**config.mk**
```make
export PLATFORM = sky130hd
export DESIGN_NAME = csv_field_splitter
export DESIGN_NICKNAME = d
export VERILOG_FILES = /design/src/hw/rtl/csvs_pkg.sv /design/src/hw/rtl/csvs_decode.sv /design/src/hw/rtl/csvs_out_queue.sv /design/src/hw/rtl/csv_field_splitter.sv
export SDC_FILE = /design/constraint.sdc
export NUM_CORES = 1
export LEC_CHECK = 0
export ABC_AREA = 0
export BUFFER_PORTS_ARGS = -buffer_cell sky130_fd_sc_hd__buf_2
export CORE_MARGIN = 2
export CORE_UTILIZATION = 59
export CTS_CLUSTER_SIZE = 16
export DETAILED_ROUTE_END_ITERATION = 16
export HOLD_SLACK_MARGIN = 0.05
export PLACE_DENSITY = 0.76
export SKIP_CTS_REPAIR_TIMING = 1
export SYNTH_ARGS = -nofsm -noshare
export SYNTH_HDL_FRONTEND = slang
export SYNTH_SLANG_ARGS = --single-unit
```
**constraint.sdc**
```tcl
create_clock -name clk -period 4.4 [get_ports clk]
set_input_delay 0.66 -clock clk [delete_from_list [all_inputs] [get_ports clk]]
set_output_delay 0.66 -clock clk [all_outputs]
set_load 0.01 [all_outputs]
```
**src/hw/rtl/csvs_pkg.sv**
```systemverilog
// Shared types and constants for the CSV field splitter.
// Used by csvs_decode, csvs_out_queue and csv_field_splitter.
package csvs_pkg;

  localparam logic [7:0] CH_COMMA  = 8'h2C;
  localparam logic [7:0] CH_QUOTE  = 8'h22;
  localparam logic [7:0] CH_BSLASH = 8'h5C;

  localparam int QUEUE_DEPTH = 4;

  typedef enum logic {
    KIND_CHAR      = 1'b0,
    KIND_FIELD_END = 1'b1
  } kind_t;

  typedef struct packed {
    logic in_quoted;
    logic escape_armed;
    logic quote_pending;
  } flags_t;

  typedef struct packed {
    kind_t      kind;
    logic [7:0] char_value;
    logic       line_end;
    logic       last;
  } result_t;

  // Up to two result words per input byte, plus the updated parser flags.
  typedef struct packed {
    logic [1:0] count;
    result_t    r0;
    result_t    r1;
    flags_t     flags_nxt;
  } dec_t;

endpackage

```
**src/hw/rtl/csvs_decode.sv**
```systemverilog
// Per-byte tokenizer decision: turns one byte and the parser flags into
// up to two result words and the next flags. Depends on csvs_pkg.
module csvs_decode (
  input  logic [7:0]      data_byte,
  input  logic            line_last,
  input  csvs_pkg::flags_t flags,
  output csvs_pkg::dec_t   dec
);

  csvs_pkg::flags_t  f;
  csvs_pkg::result_t first;
  csvs_pkg::result_t fend;
  logic              has_first;
  logic              done;

  always_comb begin
    f         = flags;
    done      = 1'b0;
    has_first = 1'b0;
    first     = '{kind: csvs_pkg::KIND_CHAR, char_value: data_byte, line_end: 1'b0,
                  last: 1'b0};
    fend      = '{kind: csvs_pkg::KIND_FIELD_END, char_value: 8'd0, line_end: 1'b1,
                  last: 1'b1};

    // A quote seen inside quotes is settled by the byte after it.
    if (f.quote_pending) begin
      f.quote_pending = 1'b0;
      if (data_byte == csvs_pkg::CH_QUOTE) begin
        has_first        = 1'b1;
        first.char_value = csvs_pkg::CH_QUOTE;
        done             = 1'b1;
      end else begin
        f.in_quoted = 1'b0;
      end
    end

    if (!done) begin
      if (f.escape_armed) begin
        f.escape_armed = 1'b0;
        has_first      = 1'b1;
      end else if (data_byte == csvs_pkg::CH_BSLASH) begin
        f.escape_armed = 1'b1;
      end else if (data_byte == csvs_pkg::CH_QUOTE) begin
        if (f.in_quoted && !line_last) begin
          f.quote_pending = 1'b1;
        end else begin
          f.in_quoted = ~f.in_quoted;
        end
      end else if (data_byte == csvs_pkg::CH_COMMA && !f.in_quoted) begin
        has_first        = 1'b1;
        first.kind       = csvs_pkg::KIND_FIELD_END;
        first.char_value = 8'd0;
      end else begin
        has_first = 1'b1;
      end
    end

    if (line_last) begin
      f = '0;
    end

    first.last    = has_first && !line_last;
    dec.flags_nxt = f;
    dec.count     = {1'b0, has_first} + {1'b0, line_last};
    dec.r0        = has_first ? first : fend;
    dec.r1        = fend;
  end

endmodule

```
**src/hw/rtl/csvs_out_queue.sv**
```systemverilog
// Small result queue that takes up to two words per cycle and hands out one when not stalled.
// Depends on csvs_pkg for the result word type.
module csvs_out_queue #(
  parameter int Depth = csvs_pkg::QUEUE_DEPTH
) (
  input  logic              clk,
  input  logic              rst_n,
  input  logic [1:0]        push_count,
  input  csvs_pkg::result_t push_r0,
  input  csvs_pkg::result_t push_r1,
  output logic              room2,
  output logic              out_valid,
  input  logic              out_stall,
  output csvs_pkg::result_t out_word
);

  localparam int PtrW = $clog2(Depth);
  localparam int CntW = $clog2(Depth + 1);
  localparam logic [PtrW-1:0] PtrMax = PtrW'(Depth - 1);

  csvs_pkg::result_t mem_r [Depth];
  logic [PtrW-1:0] wr_ptr_r, wr_ptr_nxt, wr_ptr_p1;
  logic [PtrW-1:0] rd_ptr_r, rd_ptr_nxt;
  logic [CntW-1:0] count_r, count_nxt;
  logic            pop;

  assign out_valid = (count_r != '0);
  assign out_word  = mem_r[rd_ptr_r];
  assign pop       = out_valid && !out_stall;
  assign room2     = (count_r <= CntW'(Depth - 2));
  assign wr_ptr_p1 = (wr_ptr_r == PtrMax) ? '0 : wr_ptr_r + 1'b1;

  always_comb begin
    rd_ptr_nxt = rd_ptr_r;
    if (pop) begin
      rd_ptr_nxt = (rd_ptr_r == PtrMax) ? '0 : rd_ptr_r + 1'b1;
    end
    unique case (push_count)
      2'd0:    wr_ptr_nxt = wr_ptr_r;
      2'd1:    wr_ptr_nxt = wr_ptr_p1;
      default: wr_ptr_nxt = (wr_ptr_p1 == PtrMax) ? '0 : wr_ptr_p1 + 1'b1;
    endcase
    count_nxt = count_r + CntW'(push_count) - CntW'(pop);
  end

  always_ff @(posedge clk) begin
    if (!rst_n) begin
      wr_ptr_r <= '0;
      rd_ptr_r <= '0;
      count_r  <= '0;
    end else begin
      wr_ptr_r <= wr_ptr_nxt;
      rd_ptr_r <= rd_ptr_nxt;
      count_r  <= count_nxt;
    end
  end

  always_ff @(posedge clk) begin
    if (push_count != 2'd0) begin
      mem_r[wr_ptr_r] <= push_r0;
    end
    if (push_count == 2'd2) begin
      mem_r[wr_ptr_p1] <= push_r1;
    end
  end

endmodule

```
**src/hw/rtl/csv_field_splitter.sv**
```systemverilog
// CSV field splitter: one line byte in per word, field characters and
// field-end markers out. An accepted byte is registered in the input stage; its
// results go into the result queue once that has room for two words. Throughput
// is one byte per cycle while the queue has room for two words; a byte giving
// two results (a trailing comma or a character on the line's last byte) puts
// out two words, limited by the single-word output port behind a 4-entry queue.
// Synchronous active-low reset clears the parser flags, input stage and queue.
module csv_field_splitter #(
  parameter int QueueDepth = csvs_pkg::QUEUE_DEPTH
) (
  input  logic       clk,
  input  logic       rst_n,
  input  logic       in_valid,
  output logic       in_stall,
  input  logic [7:0] in_data_byte,
  input  logic       in_line_last,
  output logic       out_valid,
  input  logic       out_stall,
  output logic       out_kind,
  output logic [7:0] out_char_value,
  output logic       out_line_end,
  output logic       out_last
);

  logic              stg_valid_r;
  logic [7:0]        stg_byte_r;
  logic              stg_last_r;
  csvs_pkg::flags_t  flags_r;
  csvs_pkg::dec_t    dec;
  csvs_pkg::result_t out_word;
  logic              room2;
  logic              move;
  logic              accept;

  csvs_decode u_decode (
    .data_byte (stg_byte_r),
    .line_last (stg_last_r),
    .flags     (flags_r),
    .dec       (dec)
  );

  // The staged byte moves on only when the queue can take both of its results.
  assign move     = stg_valid_r && room2;
  assign in_stall = stg_valid_r && !room2;
  assign accept   = in_valid && !in_stall;

  csvs_out_queue #(
    .Depth (QueueDepth)
  ) u_queue (
    .clk        (clk),
    .rst_n      (rst_n),
    .push_count (move ? dec.count : 2'd0),
    .push_r0    (dec.r0),
    .push_r1    (dec.r1),
    .room2      (room2),
    .out_valid  (out_valid),
    .out_stall  (out_stall),
    .out_word   (out_word)
  );

  always_ff @(posedge clk) begin
    if (!rst_n) begin
      stg_valid_r <= 1'b0;
      flags_r     <= '0;
    end else begin
      if (accept) begin
        stg_valid_r <= 1'b1;
      end else if (move) begin
        stg_valid_r <= 1'b0;
      end
      if (move) begin
        flags_r <= dec.flags_nxt;
      end
    end
  end

  always_ff @(posedge clk) begin
    if (accept) begin
      stg_byte_r <= in_data_byte;
      stg_last_r <= in_line_last;
    end
  end

  assign out_kind       = out_word.kind;
  assign out_char_value = out_word.char_value;
  assign out_line_end   = out_word.line_end;
  assign out_last       = out_word.last;

endmodule

```
### After elaboration in Yosys (flattened, before gate mapping)

Memory sizes are Yosys's and may differ from the RTL's. A register that Yosys moved wholly into a read port is not among the register bits.
Cells that the tools add are included.

* bits in registers: 20
* bits in latches: 0
* memory bits (writable): 44
* ROM bits: 0
* input port bits: 13
* word-level logic and storage cells: 85
* memories: 1

* add/sub/neg operators: 6
* multipliers: 0
* divide/modulo/power cells: 0
* order comparisons: 1
* equal/unequal tests: 9
* shifts and indexed selects: 0
* multiplexer cells: 41
* bitwise logic cells: 1
* reductions and logical operators: 17

Memory list
* u_queue.mem_r: words 4, width 11, read ports 1, clocked after Yosys merged registers in 1, wr ports 2, line csvs_out_queue.sv:21 `csvs_pkg::result_t mem_r [Depth];`

Operators with widths (count)
* 9-bit two-way mux: 5
* 1-bit two-way mux: 24
* 8-bit by 6-bit equality test with 1-bit output, second input constant: 2
* 8-bit two-way mux: 2
* 2-bit two-way mux: 6
* 11-bit two-way mux: 1
* 2-bit equality test, second input constant: 4
* 8-bit by 7-bit equality test with 1-bit output, second input constant: 1
* 1-bit logical AND: 7
* 2-bit by 1-bit adder with 2-bit output, second input constant: 3
* 3-bit two-way mux: 2
* 1-bit logical NOT: 5
* 2-bit one-hot mux with 2 select lines: 1
* 2-bit nonzero test: 2
* 3-bit by 2-bit adder with 3-bit output: 1
* 3-bit by 2-bit <= comparator with 1-bit output, second input constant: 1
* 3-bit nonzero test: 1
* 3-bit by 1-bit subtractor with 3-bit output: 1
* 1-bit by 1-bit adder with 2-bit output: 1
* 2-bit by 1-bit equality test with 1-bit output, second input constant: 1
* 2-bit logical NOT: 1
* 2-bit != test, second input constant: 1
* 2-bit AND reduction: 1
* 1-bit inverter: 1

### Depth between registers and ports, before layout

* word-level depth: 11
* gate-level depth with buffers: 14
* gate-level depth less buffers: 12

### Hierarchy

A second synthesis with hierarchy kept.

* cells, all modules: 251
* area total of the unflattened synthesis: 3558.4 sq um

Modules (own cells, without submodules)
* csvs_out_queue: instances 1, cells each 173, area each 2710.1 sq um
* csv_field_splitter: instances 1, cells each 28, area each 455.4 sq um
* csvs_decode: instances 1, cells each 50, area each 392.9 sq um

### Worst setup path before layout

Ideal clock, no wire load.

* path type: register to register
* start: register stg_byte_r[4]
* end: register u_queue.count_r[2]
* setup time: 115 ps
* data arrival time: 3606 ps
* data required time: 4285 ps
* path slack: 679 ps
* stages on the path, launching flop included: 15
* path buffers: 2
* clock period less this slack: 3721 ps
* cells stage by stage: edfxtp_1 or4b_4 or4_1 buf_2 buf_6 and2_1 ha_1 nand3_1 ha_1 inv_1 ha_1 fa_1 xor2_1 xnor2_1 nor2_1

* word-level cells in the longest chain between the ends: 9
* elaborated cells between the ends (all ways): 12
* those cells by class: add/sub: 3; eq/ne: 2; mux: 7

RTL lines
* from (decl): line csv_field_splitter.sv:26 `logic [7:0] stg_byte_r;`
* from (signal assigned): line csv_field_splitter.sv:79 `stg_byte_r <= in_data_byte;`
* 8-bit by 6-bit equality test with 1-bit output: line csvs_decode.sv:28, csvs_decode.sv:43
* 1-bit two-way mux: line csvs_decode.sv:43 `end else if (data_byte == csvs_pkg::CH_QUOTE) begin`
* 1-bit two-way mux: line csvs_decode.sv:41 `end else if (data_byte == csvs_pkg::CH_BSLASH) begin`
* 1-bit two-way mux: line csvs_decode.sv:38 `if (f.escape_armed) begin`
* 1-bit two-way mux *: line csvs_decode.sv:37 `if (!done) begin`
* 1-bit by 1-bit adder with 2-bit output *: line csvs_decode.sv:64 `dec.count = {1'b0, has_first} + {1'b0, line_last};`
* 2-bit two-way mux *: line csv_field_splitter.sv:52 `.push_count (move ? dec.count : 2'd0),`
* 3-bit by 2-bit adder with 3-bit output *: line csvs_out_queue.sv:43 `count_nxt = count_r + CntW'(push_count) - CntW'(pop);`
* 3-bit by 1-bit subtractor with 3-bit output *: line csvs_out_queue.sv:43
* to (signal assigned): line csvs_out_queue.sv:54 `count_r <= count_nxt;`
* to (decl): line csvs_out_queue.sv:24 `logic [CntW-1:0] count_r, count_nxt;`

Mark *: on every way between the ends. The rest lies on a longest branch, timed or not.
A chain may end at the register's enable or synchronous reset.

### Worst setup path after layout

* start: register stg_byte_r[5]
* end: register u_queue.count_r[2]

The elaborated chain is that of the path after synthesis.

==> metrics.cfg <==
[floorplan]
rows=26
floorplan.initialDensity_pct=60.6
die_w_um=76.0
io_pins=26
die_h_um=76.0
core_area_um2=5040
dieArea_um2=5770

[power]
netSwitchingPower_w=0.000607
peakVddDrop_mv=0.307
intPower_w=0.00135
p_comb_share_pct=28.0
p_clk_share_pct=25.6
p_total_w=0.00196
cellLeakagePower_nw=1.33
pwr-share-seq_pct=46.4
swShare_pct=31.0
power_density_nw_per_um2=575

[clock_tree]
h-tree-depth=3
cts_tree=built
cts_buffer_depth=2
clock_sinks=66
cts.reportedPaths.clkPinSlew_ns=0.07
clock_latency_ns=0.35
cts-root-buf=clkbuf_8
numCtsBuffers=9

[sta]
finalSetupTns_ns=0
period_share_pct=86.3
fin_skew_ns=0.00880
relSlewSlack_pct=32.5
finalSetupViolCount=0
rsz0062_at_grt=no
hold_viol=0
slew_viol_final=0
post-route-min-period_ns=3.80
tightest_slew_ns=1.01
fmax_ghz=0.263

[yosys]
synth_top_area_share_pct=37.3
async_reset_ff_share_pct=0
ys_types=48
synth_fa_ha_area_share_pct=5.98
synth_edf_count=9
syn_inst=302
yosys.area_share.simple_pct=19.1
synth_ff_type=dfxtp_1
synth_top_family_by_area=simple AND/OR/NAND/NOR gates
yosysWarningCount=0
synth_compound_area_share_pct=15.3
synth.cell_area_um2=3060
synth.largest_area_cell=dfxtp_1
ys_ff_latch=66
synth_xor_xnor_area_share_pct=0.860
ys_top_cells_by_area=dfxtp_1, edfxtp_1, mux4_2, a21oi_1, ha_1
yosysSeqAreaShare_pct=46.2
synth_fp_nets=329
synthMuxAreaShare_pct=8.76
synth.avg_cell_area_um2=10.1

[setup_path]
path_max_fanout=14
critPathKind=flip-flop to flip-flop
arrival_ns=4.04
worst_setup_path_start_kind=flip-flop
cp-end-kind=flip-flop
crit_required_ns=4.64

[cells_and_area]
multi_input_area_um2=1530
num-fill-cells=400
area.sequential_um2=1410
final_cell_mix=dfxtp_1, a21oi_1, nand2_1, buf_2, nor2_1
fin_area_um2=3410
diodes=0
drive_above_1_share_pct=17.7
final_common_cell=dfxtp_1
final_nets=349
area_growth_syn_to_layout_pct=11.5

[place]
place.gp.congestion=0.828
place_area_um2=3210
port_buffers=25
dp.final_hpwl_um=4780

[global_routing]
track_usage_pct=25.4
grt_pass1_vias=2293
grt_remaining_overflow=0
grtUsageMet3_pct=4.74
antenna_found_initial=0
grt_pass1_wl_um=11400
grt_most_used_layer=met2
grt_max_degree=21
grt.met2_usage_pct=38.2
grt_use_met1_pct=35.8

[hold_path]
hp-class=flip-flop to flip-flop

[route]
drt_iter0_markers=219
drtAntennaViolNets=0
finalWirelength_um=6740
drc_errors=0
dr.pass1.iters=7
vias=2462
avgRoutedWirePerCell_um=17.0
avgViaCountPerCell=6.20

[job]
maxCapViolCount=0

[status]
status=completed

[cells in the mapped netlist (2+ instances only)]
| library cell | instances |
|---|---|
| edfxtp_1 | 9 |
| nand4b_1 | 5 |
| a21oi_1 | 33 |
| xor2_1 | 2 |
| nor2_1 | 17 |
| a32o_1 | 12 |
| a21boi_0 | 2 |
| and3_1 | 4 |
| or3_1 | 3 |
| nor3_1 | 7 |
| and2_1 | 3 |
| nand4_1 | 8 |
| buf_1 | 4 |
| buf_2 | 2 |
| and4b_1 | 4 |
| mux4_2 | 11 |
| nor2b_1 | 4 |
| nor4b_1 | 2 |
| clkbuf_1 | 12 |
| a31oi_1 | 5 |
| o21ai_0 | 7 |
| dfxtp_1 | 57 |
| mux2i_1 | 2 |
| or4_1 | 2 |
| a211o_1 | 4 |
| inv_1 | 8 |
| nand3_1 | 9 |
| nand2_1 | 32 |
| ha_1 | 13 |
[critical path, stage by stage, from the launching register on]
cell,delay [ns]
edfxtp_1,0.48
or4bb_1,0.57
or3_1,0.52
and2_1,0.22
ha_1,0.40
nand3_1,0.18
ha_1,0.34
inv_1,0.04
ha_1,0.18
fa_1,0.38
xor2_1,0.20
xnor2_1,0.14
nor2_1,0.05
[through the flow]
stage,util (%),setup slack [ns],cells,hold slack [ns]
floorplan,-,0.679,302,0.430
global placement,63.7,0.764,381,0.440
detailed placement,63.7,0.651,381,0.446
CTS,67.6,0.624,397,0.456
global route,67.6,0.380,397,0.479
finish,67.6,0.604,397,0.454
[cell families after synthesis]
group	after synthesis
flip-flops	66
adder cells (fa/ha/maj)	14
AND/OR/NAND/NOR	107
multiplexers	13
AO/OA/AOI/OAI	71
buffers and inverters	28
XOR/XNOR	3
[state kept, by name, indices dropped and copies added, names as in the netlist, named ones only]
name	flops
stg_valid_r	1
flags_r	3
u_queue.rd_ptr_r	2
stg_last_r	1
u_queue.mem_r	44
stg_byte_r	8
u_queue.wr_ptr_r	2
u_queue.count_r	3
[final timing paths]
kind | startpoint | endpoint | slack, ns | depth (start not counted)
min reg2reg | u_queue.mem_r[3][2]$_SDFFE_PP0P_ | u_queue.mem_r[3][2]$_SDFFE_PP0P_ | 0.45 | 2
min | u_queue.mem_r[3][2]$_SDFFE_PP0P_ | u_queue.mem_r[3][2]$_SDFFE_PP0P_ | 0.45 | 2
max reg2reg | stg_byte_r[5]$_DFFE_PP_ | u_queue.count_r[2]$_SDFF_PN0_ | 0.60 | 12
max | stg_byte_r[5]$_DFFE_PP_ | u_queue.count_r[2]$_SDFF_PN0_ | 0.60 | 12
[layer usage]
layer	routed length [um]	vias to the layer above
li1	-	1167
met1	3100	1170
met2	3110	108
met3	369	17
met4	160	0
met5	0	-
[layout make-up]
type | count | area share (%)
multi-input combinational | 208 | 44.9
sequential | 66 | 41.4
timing repair buffer | 29 | 4.55
clock buffer | 11 | 4.15
tap | 70 | 2.57
clock inverter | 5 | 1.58
inverter | 8 | 0.881
[power groups by stage]
stage	sequential [W]	clock, W	combinational, W
global placement	0.000914	0	0.000532
finish	0.000909	0.000501	0.000549
CTS	0.000908	0.000505	0.000552
floorplan	0.000863	0	0.000434
detailed placement	0.000920	0	0.000546
global route	0.000930	0.000535	0.000613
(Power assumes the default switching activity.)
